==> config.mk <==
export PLATFORM = sky130hd
export DESIGN_NAME = bmp_pixel_stream_to_framebuffer_unit
export DESIGN_NICKNAME = d
export VERILOG_FILES = /design/src/sv/bpf_pkg.sv /design/src/sv/bpf_decode.sv /design/src/sv/bpf_map.sv /design/src/sv/bmp_pixel_stream_to_framebuffer_unit.sv
export SDC_FILE = /design/constraint.sdc
export NUM_CORES = 1
export LEC_CHECK = 0
export ABC_AREA = 1
export ABC_CLOCK_PERIOD_IN_PS = 15500
export BUFFER_PORTS_ARGS = -buffer_cell sky130_fd_sc_hd__buf_2
export CORE_MARGIN = 5
export CORE_UTILIZATION = 30
export DETAILED_ROUTE_END_ITERATION = 16
export PLACE_DENSITY_LB_ADDON = 0.15
export SYNTH_ARGS = -nofsm -noshare
export SYNTH_HDL_FRONTEND = slang
export SYNTH_SLANG_ARGS = --single-unit
==> constraint.sdc <==
create_clock -name aclk -period 15.5 [get_ports aclk]
set_input_delay 3.1 -clock aclk [delete_from_list [all_inputs] [get_ports aclk]]
set_output_delay 3.1 -clock aclk [all_outputs]
set_load 0.1 [all_outputs]
==> src/sv/bpf_pkg.sv <==
package bpf_pkg;

    localparam int SCREEN_WIDTH_DEF  = 800;
    localparam int SCREEN_HEIGHT_DEF = 480;
    localparam int MAX_IMAGE_DIM_DEF = 2048;

    localparam int CFG_DATA_W = 12;
    localparam int CFG_IDX_W  = 3;
    localparam int DIM_W      = 12;

    localparam logic [CFG_IDX_W-1:0] CFG_X_ORIGIN      = 3'd0;
    localparam logic [CFG_IDX_W-1:0] CFG_Y_ORIGIN      = 3'd1;
    localparam logic [CFG_IDX_W-1:0] CFG_IMAGE_WIDTH   = 3'd2;
    localparam logic [CFG_IDX_W-1:0] CFG_IMAGE_HEIGHT  = 3'd3;
    localparam logic [CFG_IDX_W-1:0] CFG_ALPHA_PRESENT = 3'd4;

    localparam logic [DIM_W-1:0] IMAGE_WIDTH_RST  = 12'd800;
    localparam logic [DIM_W-1:0] IMAGE_HEIGHT_RST = 12'd480;

    typedef enum logic [1:0] {
        PH_BLUE  = 2'd0,
        PH_GREEN = 2'd1,
        PH_RED   = 2'd2,
        PH_ALPHA = 2'd3
    } phase_t;

    typedef struct packed {
        logic [7:0] pixel_byte;
        logic       start_of_image;
    } in_item_t;

    typedef struct packed {
        logic [18:0] screen_offset;
        logic [31:0] argb_color;
        logic        on_screen;
        logic        last_pixel;
    } out_item_t;

    typedef struct packed {
        logic signed [11:0] x_origin;
        logic signed [11:0] y_origin;
        logic [DIM_W-1:0]   image_width;
        logic [DIM_W-1:0]   image_height;
        logic               alpha_present;
    } cfg_t;

    // finished pixel handed from the decoder to the screen mapper
    typedef struct packed {
        logic             valid;
        logic             last;
        logic [31:0]      color;
        logic [DIM_W-1:0] col;
        logic [DIM_W-1:0] row;
        logic [DIM_W-1:0] height;
    } pix_t;

    // zero acts as one, anything above the limit acts as the limit
    function automatic logic [DIM_W-1:0] clamp_dim(input logic [DIM_W-1:0] v,
                                                   input logic [DIM_W:0] max_dim);
        logic [DIM_W-1:0] r;
        r = v;
        if (v == '0) begin
            r = {{(DIM_W-1){1'b0}}, 1'b1};
        end else if ({1'b0, v} > max_dim) begin
            r = max_dim[DIM_W-1:0];
        end
        return r;
    endfunction

endpackage

==> src/sv/bpf_decode.sv <==
module bpf_decode #(
    parameter int MAX_IMAGE_DIM = bpf_pkg::MAX_IMAGE_DIM_DEF
) (
    input  logic              aclk,
    input  logic              aresetn,
    input  logic              consume,
    input  bpf_pkg::in_item_t in_item,
    input  bpf_pkg::cfg_t     cfg,
    output bpf_pkg::pix_t     pix
);
    import bpf_pkg::*;

    localparam int CNT_W = $clog2(MAX_IMAGE_DIM);
    localparam logic [DIM_W:0] MAX_DIM = (DIM_W+1)'(MAX_IMAGE_DIM);

    phase_t           phase_reg, phase_next, phase_eff;
    logic [CNT_W-1:0] col_reg, col_next, col_eff;
    logic [CNT_W-1:0] row_reg, row_next, row_eff;
    logic [1:0]       pad_reg, pad_next, pad_eff;
    logic             done_reg, done_next, done_eff;
    logic [7:0]       blue_reg, blue_next;
    logic [7:0]       green_reg, green_next;
    logic [7:0]       red_reg, red_next;

    logic [DIM_W-1:0] width, height;
    logic             emit, row_end, img_end;

    assign width  = clamp_dim(cfg.image_width, MAX_DIM);
    assign height = clamp_dim(cfg.image_height, MAX_DIM);

    // start of image clears the counters before the byte is looked at
    always_comb begin
        phase_eff = phase_reg;
        col_eff   = col_reg;
        row_eff   = row_reg;
        pad_eff   = pad_reg;
        done_eff  = done_reg;
        if (in_item.start_of_image) begin
            phase_eff = PH_BLUE;
            col_eff   = '0;
            row_eff   = '0;
            pad_eff   = '0;
            done_eff  = 1'b0;
        end
    end

    assign emit = !done_eff && (pad_eff == '0) &&
                  ((phase_eff == PH_ALPHA) || ((phase_eff == PH_RED) && !cfg.alpha_present));
    assign row_end = ((DIM_W+1)'(col_eff) + (DIM_W+1)'(1)) >= (DIM_W+1)'(width);
    assign img_end = ((DIM_W+1)'(row_eff) + (DIM_W+1)'(1)) >= (DIM_W+1)'(height);

    // next state
    always_comb begin
        phase_next = phase_reg;
        col_next   = col_reg;
        row_next   = row_reg;
        pad_next   = pad_reg;
        done_next  = done_reg;
        blue_next  = blue_reg;
        green_next = green_reg;
        red_next   = red_reg;
        if (consume) begin
            phase_next = phase_eff;
            col_next   = col_eff;
            row_next   = row_eff;
            pad_next   = pad_eff;
            done_next  = done_eff;
            if (!done_eff) begin
                if (pad_eff != '0) begin
                    pad_next = pad_eff - 2'd1;
                end else begin
                    case (phase_eff)
                        PH_BLUE: begin
                            blue_next  = in_item.pixel_byte;
                            phase_next = PH_GREEN;
                        end
                        PH_GREEN: begin
                            green_next = in_item.pixel_byte;
                            phase_next = PH_RED;
                        end
                        PH_RED: begin
                            red_next   = in_item.pixel_byte;
                            phase_next = cfg.alpha_present ? PH_ALPHA : PH_BLUE;
                        end
                        PH_ALPHA: begin
                            phase_next = PH_BLUE;
                        end
                        default: begin
                            phase_next = PH_BLUE;
                        end
                    endcase
                    if (emit) begin
                        if (row_end) begin
                            col_next = '0;
                            if (img_end) begin
                                done_next = 1'b1;
                                row_next  = '0;
                            end else begin
                                row_next = row_eff + CNT_W'(1);
                                pad_next = cfg.alpha_present ? 2'd0 : width[1:0];
                            end
                        end else begin
                            col_next = col_eff + CNT_W'(1);
                        end
                    end
                end
            end
        end
    end

    // outputs
    always_comb begin
        pix.valid  = emit;
        pix.last   = row_end && img_end;
        pix.color  = {(phase_eff == PH_ALPHA) ? in_item.pixel_byte : 8'd0,
                      (phase_eff == PH_RED) ? in_item.pixel_byte : red_reg,
                      green_reg, blue_reg};
        pix.col    = DIM_W'(col_eff);
        pix.row    = DIM_W'(row_eff);
        pix.height = height;
    end

    always_ff @(posedge aclk) begin
        if (!aresetn) begin
            phase_reg <= PH_BLUE;
            col_reg   <= '0;
            row_reg   <= '0;
            pad_reg   <= '0;
            done_reg  <= 1'b1;
            blue_reg  <= '0;
            green_reg <= '0;
            red_reg   <= '0;
        end else begin
            phase_reg <= phase_next;
            col_reg   <= col_next;
            row_reg   <= row_next;
            pad_reg   <= pad_next;
            done_reg  <= done_next;
            blue_reg  <= blue_next;
            green_reg <= green_next;
            red_reg   <= red_next;
        end
    end

`ifndef SYNTH
    a_last_ends_image: assert property (@(posedge aclk) disable iff (!aresetn)
        consume && pix.valid && pix.last |=> done_reg)
        else $error("image not closed after last pixel");

    a_done_holds: assert property (@(posedge aclk) disable iff (!aresetn)
        done_reg && !(consume && in_item.start_of_image) |=> done_reg)
        else $error("finished image reopened without start");

    a_idle_no_pixel: assert property (@(posedge aclk) disable iff (!aresetn)
        consume && done_reg && !in_item.start_of_image |-> !pix.valid)
        else $error("pixel produced while no image open");
`endif

endmodule

==> src/sv/bpf_map.sv <==
module bpf_map #(
    parameter int SCREEN_WIDTH  = bpf_pkg::SCREEN_WIDTH_DEF,
    parameter int SCREEN_HEIGHT = bpf_pkg::SCREEN_HEIGHT_DEF
) (
    input  bpf_pkg::pix_t      pix,
    input  bpf_pkg::cfg_t      cfg,
    output bpf_pkg::out_item_t res
);
    import bpf_pkg::*;

    localparam logic [15:0] SW16 = 16'(SCREEN_WIDTH);
    localparam logic [15:0] SH16 = 16'(SCREEN_HEIGHT);

    logic [15:0] sx, sy;
    logic        vis;
    logic [31:0] prod, off;

    // two's complement in 16 bits, bit 15 is the sign
    assign sx = {{4{cfg.x_origin[11]}}, cfg.x_origin} + {4'b0, pix.col};
    assign sy = {{4{cfg.y_origin[11]}}, cfg.y_origin} + {4'b0, pix.height}
                - 16'd1 - {4'b0, pix.row};

    assign vis  = !sx[15] && (sx < SW16) && !sy[15] && (sy < SH16);
    assign prod = 32'(sy[14:0]) * 32'(SCREEN_WIDTH);
    assign off  = prod + 32'(sx[14:0]);

    always_comb begin
        res.screen_offset = vis ? off[18:0] : '0;
        res.argb_color    = pix.color;
        res.on_screen     = vis;
        res.last_pixel    = pix.last;
    end

endmodule

==> src/sv/bmp_pixel_stream_to_framebuffer_unit.sv <==
// A byte waits in the input register, its pixel in the output register that drives m_data.
// One byte per cycle while m_data is not stalled; 3 or 4 bytes per pixel, none from padding.
// The decode counters and the constant multiply for the offset sit in one stage.
// Reset (aresetn low, synchronous): both channels empty, counters cleared,
// image marked finished, registers back to x/y origin 0, 800x480, 24-bit.
module bmp_pixel_stream_to_framebuffer_unit #(
    parameter int SCREEN_WIDTH  = bpf_pkg::SCREEN_WIDTH_DEF,
    parameter int SCREEN_HEIGHT = bpf_pkg::SCREEN_HEIGHT_DEF,
    parameter int MAX_IMAGE_DIM = bpf_pkg::MAX_IMAGE_DIM_DEF
) (
    input  logic                                aclk,
    input  logic                                aresetn,
    input  logic                                cfg_wr_en,
    input  logic [bpf_pkg::CFG_IDX_W-1:0]       cfg_index,
    input  logic [bpf_pkg::CFG_DATA_W-1:0]      cfg_wr_data,
    input  logic                                s_valid,
    output logic                                s_ready,
    input  bpf_pkg::in_item_t                   s_data,
    output logic                                m_valid,
    input  logic                                m_ready,
    output bpf_pkg::out_item_t                  m_data
);
    import bpf_pkg::*;

    cfg_t      cfg_reg;
    logic      in_valid_reg;
    in_item_t  in_data_reg;
    logic      out_valid_reg;
    out_item_t out_data_reg;

    logic      advance;
    pix_t      pix;
    out_item_t res;

    assign advance = in_valid_reg && (!out_valid_reg || m_ready);
    assign s_ready = !in_valid_reg || advance;
    assign m_valid = out_valid_reg;
    assign m_data  = out_data_reg;

    always_ff @(posedge aclk) begin
        if (!aresetn) begin
            cfg_reg.x_origin      <= '0;
            cfg_reg.y_origin      <= '0;
            cfg_reg.image_width   <= IMAGE_WIDTH_RST;
            cfg_reg.image_height  <= IMAGE_HEIGHT_RST;
            cfg_reg.alpha_present <= 1'b0;
        end else if (cfg_wr_en) begin
            case (cfg_index)
                CFG_X_ORIGIN:      cfg_reg.x_origin      <= cfg_wr_data;
                CFG_Y_ORIGIN:      cfg_reg.y_origin      <= cfg_wr_data;
                CFG_IMAGE_WIDTH:   cfg_reg.image_width   <= cfg_wr_data;
                CFG_IMAGE_HEIGHT:  cfg_reg.image_height  <= cfg_wr_data;
                CFG_ALPHA_PRESENT: cfg_reg.alpha_present <= cfg_wr_data[0];
                default: ;
            endcase
        end
    end

    always_ff @(posedge aclk) begin
        if (!aresetn) begin
            in_valid_reg <= 1'b0;
        end else if (s_ready) begin
            in_valid_reg <= s_valid;
        end
    end

    always_ff @(posedge aclk) begin
        if (s_ready && s_valid) begin
            in_data_reg <= s_data;
        end
    end

    bpf_decode #(
        .MAX_IMAGE_DIM(MAX_IMAGE_DIM)
    ) u_decode (
        .aclk    (aclk),
        .aresetn (aresetn),
        .consume (advance),
        .in_item (in_data_reg),
        .cfg     (cfg_reg),
        .pix     (pix)
    );

    bpf_map #(
        .SCREEN_WIDTH (SCREEN_WIDTH),
        .SCREEN_HEIGHT(SCREEN_HEIGHT)
    ) u_map (
        .pix (pix),
        .cfg (cfg_reg),
        .res (res)
    );

    always_ff @(posedge aclk) begin
        if (!aresetn) begin
            out_valid_reg <= 1'b0;
        end else if (advance && pix.valid) begin
            out_valid_reg <= 1'b1;
        end else if (m_ready) begin
            out_valid_reg <= 1'b0;
        end
    end

    always_ff @(posedge aclk) begin
        if (advance && pix.valid) begin
            out_data_reg <= res;
        end
    end

`ifndef SYNTH
    a_out_not_overwritten: assert property (@(posedge aclk) disable iff (!aresetn)
        out_valid_reg && !m_ready |=> out_valid_reg && $stable(out_data_reg))
        else $error("pending result overwritten");

    a_offset_in_screen: assert property (@(posedge aclk) disable iff (!aresetn)
        out_valid_reg && out_data_reg.on_screen |->
            (32'(out_data_reg.screen_offset) < 32'(SCREEN_WIDTH * SCREEN_HEIGHT)))
        else $error("offset beyond framebuffer");

    a_offscreen_zero: assert property (@(posedge aclk) disable iff (!aresetn)
        out_valid_reg && !out_data_reg.on_screen |-> out_data_reg.screen_offset == '0)
        else $error("off-screen pixel with nonzero offset");

    a_input_drains: assert property (@(posedge aclk) disable iff (!aresetn)
        in_valid_reg && !out_valid_reg |=> !in_valid_reg || $past(s_valid))
        else $error("input register stuck with free output");
`endif

endmodule
==> results of run 1 <==
==> cell families after synthesis <==
| logic type | Yosys count | synth area share (%) |
|---|---|---|
| buffers and inverters | 267 | 9.40 |
| DFF | 164 | 35.7 |
| xor gates and xnor gates | 51 | 4.22 |
| adders and majority gates | 112 | 13.6 |
| AOI/OAI and AO/OA | 288 | 14.2 |
| and+or+nand+nor | 563 | 22.9 |
==> critical path: cells and delay by family (launching register included) <==
kind,cells,cell delay (ps)
fa+ha+maj,8,2720
buf+inv,9,700
compound gates,6,1190
xor+xnor,3,420
simple gates,13,1630
flops,1,370
==> placed cells by master, fill, tap and decap left out, drive strengths merged, types with 2 or more instances in the layout <==
cell    instances
edfxtp         62
o221ai          3
nand2         242
a31oi          12
a21oi         123
xor2           39
nor3           21
nor2          188
nand4          23
o21bai          5
a21o            6
nand3b          2
inv           240
o21ai         125
clkbuf         17
fa             11
xnor2          12
nand3          79
buf            88
o211ai          4
dfxtp         102
nor4            3
or2             3
ha            101
clkinv         11
a221oi          4
==> cells in the mapped netlist, drive strengths merged, types with 4 or more instances <==
library cell	instances
nand2	242
inv	235
nor2	188
o21ai	125
a21oi	123
dfxtp	102
ha	101
nand3	79
edfxtp	62
xor2	39
clkbuf	26
nand4	23
nor3	21
a31oi	12
xnor2	12
fa	11
a21o	6
buf	5
o21bai	5
a221oi	4
o211ai	4
==> metal layers <==
layer  share of wire [%]  track usage, %  routed length [microns]  vias up
li1                    -               -                        -     4927
met1                  51            22.0                    15600     4240
met2                  44            23.9                    13300      190
met3                 3.8            2.60                     1150       15
met4                0.71            2.97                      214        0
met5                   0               0                        0        -
==> how the worst min path moves through the flow <==
stage / from / end / slack, ps / cells past startpoint
final: u_decode.green_reg[6] / m_data[16] / 430 / 0
after global routing: u_decode.green_reg[6] / m_data[16] / 440 / 0
after CTS: u_decode.blue_reg[1] / m_data[3] / 430 / 0
after detailed placement: u_decode.green_reg[6] / m_data[16] / 410 / 0
after global placement: u_decode.green_reg[6] / m_data[16] / 410 / 0
after floorplan: u_decode.green_reg[0] / m_data[10] / 400 / 0
==> power by group through the flow <==
stage | Clock, mW | Combinational [mW] | Sequential, mW
after CTS | 0.459 | 1.14 | 0.474
after global routing | 0.474 | 1.31 | 0.476
after detailed placement | 0 | 1.13 | 0.484
after floorplan | 0 | 0.935 | 0.482
after global placement | 0 | 1.13 | 0.484
final | 0.446 | 1.14 | 0.474
==> final cells by class <==
| cell class | count | area (sq um) | share of cell area, % |
|---|---|---|---|
| Clock inverter | 15 | 204 | 1.64 |
| Tap cell | 468 | 586 | 4.70 |
| Timing Repair Buffer | 88 | 453 | 3.63 |
| Multi-Input combinational cell | 1014 | 6000 | 48.2 |
| Clock buffer | 17 | 425 | 3.41 |
| Inverter | 236 | 888 | 7.13 |
| Sequential cell | 164 | 3900 | 31.3 |
==> per-stage QoR <==
step	utilization, %	instance area (sq um)	power (mW)	setup WS [ps]
6_report	34.4	12500	2.06	8220
5_1_grt	34.4	12500	2.26	7700
4_1_cts	34.4	12500	2.08	8280
2_1_floorplan	-	10900	1.42	8490
3_5_place_dp	32.6	11800	1.62	8270
3_3_place_gp	32.6	11800	1.62	8430
==> results.toml, run 1 <==
[status]
status = "finished, final reports clean"

[die]
fp-row-count = 70
die-area_sq_um = 40300
die_w_microns = 201
die_y_microns = 201
start_util_pct = 30.1
core_area_sq_um = 36300
io_pins = 84

[cts]
cts_tree = "done"
cts.clk_slew.worst_paths_ps = 80
htree_levels = 4
clk_path_buf_depth = 2
root_buffer = "clkbuf_16"
numCtsBuffers = 17
insertion_delay_ps = 450
clkSinkCount = 164
postCtsSetupBuffers = 0
cts_resized = 0
hold_buffers = 0

[sta]
worst_pin_slew_ps = 923
max_freq_mhz = 137
max_slew_margin_pct = 38.0
hold_viol_final = 0
skew_ps = 15.1
finalCriticalPeriod_ps = 7280
slew_viol_final = 0
grt_setup_unrepaired = "no"
whs_ps = 426
min_period_over_period_pct = 47.0
tns_ps = 0
setup_violations = 0

[critical_path]
critical_path.startpoint = "cfg_reg[6]"
r2r-end = "m_data[51]"
max_stage_delay_ps = 500
cpMostUsedCell = "inv_1"
startpoint_type = "register"
worstReg2RegStart = "cfg_reg[6]"
critPathMaxFanout = 7
crit_end = "m_data[51]"
reg2regPathDepth = 39
slowest_stage = "fa_1"
crit_type = "reg -> reg"
worstPathRequired_ps = 15700
reg2reg_slack_ps = 8220
endpoint_kind = "register"
crit_arrival_ps = 7480

[pwr]
p_leak_nw = 5.87
power_frac_comb_pct = 55.2
sequentialPowerShare_pct = 23.1
p_sw_share_pct = 46.4
peakVddDrop_mv = 0.158
power_frac_clock_pct = 21.7
p_sw_mw = 0.954
power_density_nw_per_um2 = 165
cell_internal_pwr_mw = 1.10

[place]
dpl.hpwl_microns = 23700
place_congestion = 0.869
dp.cells = 1970
port_buffers = 83

[cells_and_area]
instances_no_fill = 2002
nFillCells = 3941
final_nets = 1662
drive_gt1_share_pct = 10.9
diodes = 0
area_growth_pct = 14.1
largest_register_ffs = 53

[job]
drv_cap = 0

[synthesis]
synth_nets = 1586
synth_area_leaders = "dfxtp_1 19%, edfxtp_1 17%, ha_1 12%, nand2_1 8.0%, inv_1 7.9%"
yosysUniqueCellTypes = 49
post-synth-top-area-cell = "dfxtp_1"
synth_seq_cells = 164
synth.top_cell.area_share_pct = 18.7
synth_enable_flop_cells = 62
seq_area_frac_synth_pct = 35.7
yosys_warnings = 0
synth_area_sq_um = 10900
syn_avg_cell_area_sq_um = 7.56
ys_async_sr_fraction_pct = 0
ys.flop_type = "dfxtp_1"
synthCells = 1445

[global_routing]
grt_start_max_net_pins = 85
antenna_found_initial = 0
grt-ovfl-total = 0
grt_pass1_wl_microns = 49500
track_usage_pct = 15.2
grt_pass1_vias = 9049

[routing]
vias = 9372
drtPass1Iterations = 5
antenna_left = 0
wl_microns = 30300
drtIter0Drc = 654
vias_per_cell = 4.68
wl_per_cell_microns = 15.2
drcViolationCount = 0

[worst_hold_path]
hold_class = "reg -> reg"
No activity file was read; power rests on OpenSTA's default activity.
==> inputs of run 2 (changes only) <==
--- a/config.mk
+++ b/config.mk
@@ -6,7 +6,7 @@
 export NUM_CORES = 1
 export LEC_CHECK = 0
 export ABC_AREA = 1
-export ABC_CLOCK_PERIOD_IN_PS = 15500
+export ABC_CLOCK_PERIOD_IN_PS = 6090
 export BUFFER_PORTS_ARGS = -buffer_cell sky130_fd_sc_hd__buf_2
 export CORE_MARGIN = 5
 export CORE_UTILIZATION = 30
==> constraint.sdc (replaced) <==
create_clock -name aclk -period 6.09 [get_ports aclk]
set_input_delay 1.218 -clock aclk [delete_from_list [all_inputs] [get_ports aclk]]
set_output_delay 1.218 -clock aclk [all_outputs]
set_load 0.1 [all_outputs]
==> run 2 against run 1 <==
  * The run now ends with setup timing left
  * Critical path depth is 2 higher
  * Sequential cell count is the same
  * Core utilization grew 2.9 points
  * Sequential share of layout area decreased by 2.4 points
  * Clock-buffer cell count is the same
  * Combinational power grew to 3.8 times the previous value
  * Register-to-register slack worse by 8200 ps
  * Sequential power increased to 2.6 times the previous value
  * Via count rose by 3.7%
  * Critical endpoint unchanged
==> results.toml, run 2 (synthesis gave the netlist of run 1 again) <==
[status]
status = "complete, but fails checks"
violations = "setup timing"

[sta]
setup_violations = 1
hold_viol_final = 0
whs_ps = 427
grt_setup_unrepaired = "yes"
setup_slack_ps = -3.24
finalCriticalPeriod_ps = 6090
slew_viol_final = 0
max_freq_mhz = 164
skew_ps = 19.1
min_period_over_period_pct = 100
worst_pin_slew_ps = 1060
max_slew_margin_pct = 29.4

[cells_and_area]
largest_register_ffs = 53
drive_gt1_share_pct = 19.8
diodes = 0
instances_no_fill = 2084
final_nets = 1744
fin_area_sq_um = 13500
fin_util_pct = 37.2
final_common_cell = "inv_1"
nFillCells = 3867
area_growth_pct = 23.5
final_cell_mix = "224 x inv_1, 223 x nand2_1, 159 x nor2_1"

[worst_hold_path]
hold_end = "m_data[13]"
hold_class = "reg -> reg"
hold_start = "u_decode.green_reg[3]"
holdPathStages = 0

[critical_path]
crit_type = "reg -> reg"
reg2regPathDepth = 41
endpoint_kind = "register"
critPathMaxFanout = 4
cp_num_buf_inv = 10
crit_arrival_ps = 6290
worstPathRequired_ps = 6290
cpMostUsedCell = "inv_1"
max_stage_delay_ps = 480
slowest_stage = "fa_1"
cp.depth = 41
startpoint_type = "register"
cp_top_family = "adder cells"
worstReg2RegStart = "cfg_reg[1]"
reg2reg_slack_ps = -3
r2r-end = "m_data[51]"

[place]
port_buffers = 83
dpl.hpwl_microns = 24400
place_congestion = 0.811
dp.cells = 2045
placed_area_sq_um = 12500

[die]
core_area_sq_um = 36300
io_pins = 84
fp-row-count = 70
die_w_microns = 201
die_y_microns = 201
die-area_sq_um = 40300
start_util_pct = 30.1

[cts]
clkSinkCount = 164
cts.clk_slew.worst_paths_ps = 70
root_buffer = "clkbuf_16"
numCtsBuffers = 17
htree_levels = 4
insertion_delay_ps = 450
cts_tree = "done"
clk_path_buf_depth = 2

[routing]
wl_per_cell_microns = 14.9
wl_microns = 31100
vias_per_cell = 4.66
vias = 9715
drtPass1Iterations = 5
antenna_left = 0
drtIter0Drc = 569
drcViolationCount = 0

[global_routing]
grt_pass1_wl_microns = 50600
antenna_found_initial = 0
track_usage_pct = 15.5
grt-ovfl-total = 0
grt_start_max_net_pins = 84
grt_pass1_vias = 9569

[pwr]
power_density_nw_per_um2 = 495
peakVddDrop_mv = 0.471
p_leak_nw = 6.30

[job]
drv_cap = 0
run 2: power breakdown:
part | internal, mW | switching (mW) | total (mW) | leakage [nW]
clock | 0.600 | 0.547 | 1.15 | 0.308
combinational | 2.01 | 2.32 | 4.32 | 4.62
sequential | 1.19 | 0.0216 | 1.21 | 1.37
total | 3.79 | 2.89 | 6.68 | 6.30
run 2: layout make-up:
| cell class | count | area [sq um] | area share (%) |
|---|---|---|---|
| clock buffers | 17 | 425 | 3.15 |
| clock inverters | 15 | 205 | 1.52 |
| inverters | 236 | 891 | 6.60 |
| multi-input cells | 1014 | 6400 | 47.5 |
| flip-flops and latches | 164 | 3910 | 28.9 |
| well taps | 468 | 586 | 4.34 |
| repair buffers | 170 | 1080 | 8.00 |
run 2: metrics by stage:
stage	worst slack, ps	power (mW)	setup TNS [ps]
2_1_floorplan	17.0	3.70	0
6_report	-3.24	6.68	-3.24
5_1_grt	-432	7.27	-1300
3_5_place_dp	-201	4.89	-388
4_1_cts	-17.7	6.15	-17.7
3_3_place_gp	-14.8	4.88	-15.7
run 2: worst max path at each step:
stage                     startpoint         end  slack, ps
final                     cfg_reg[1]  m_data[51]         -3
after global routing      cfg_reg[1]  m_data[52]       -430
after CTS                 cfg_reg[5]  m_data[52]        -20
after detailed placement  cfg_reg[5]  m_data[52]       -200
after global placement    cfg_reg[1]  m_data[51]        -10
after floorplan           cfg_reg[6]  m_data[51]         20
run 2: layer usage:
metal  vias up  part of all wire, %  track usage [%]
met5         -                    0                0
met4         0                  1.6             4.45
met1      4445                   50             21.3
li1       5089                    -                -
met3        25                  3.7             2.96
met2       156                   45             25.1
run 2: what timing repair did:
action                     4_1_cts  5_1_grt
hold buffers                     0        0
setup endpoints to repair        5        6
cloned                           0        0
setup buffers                    2        5
pin swaps                       10       22
resized for setup               13       59
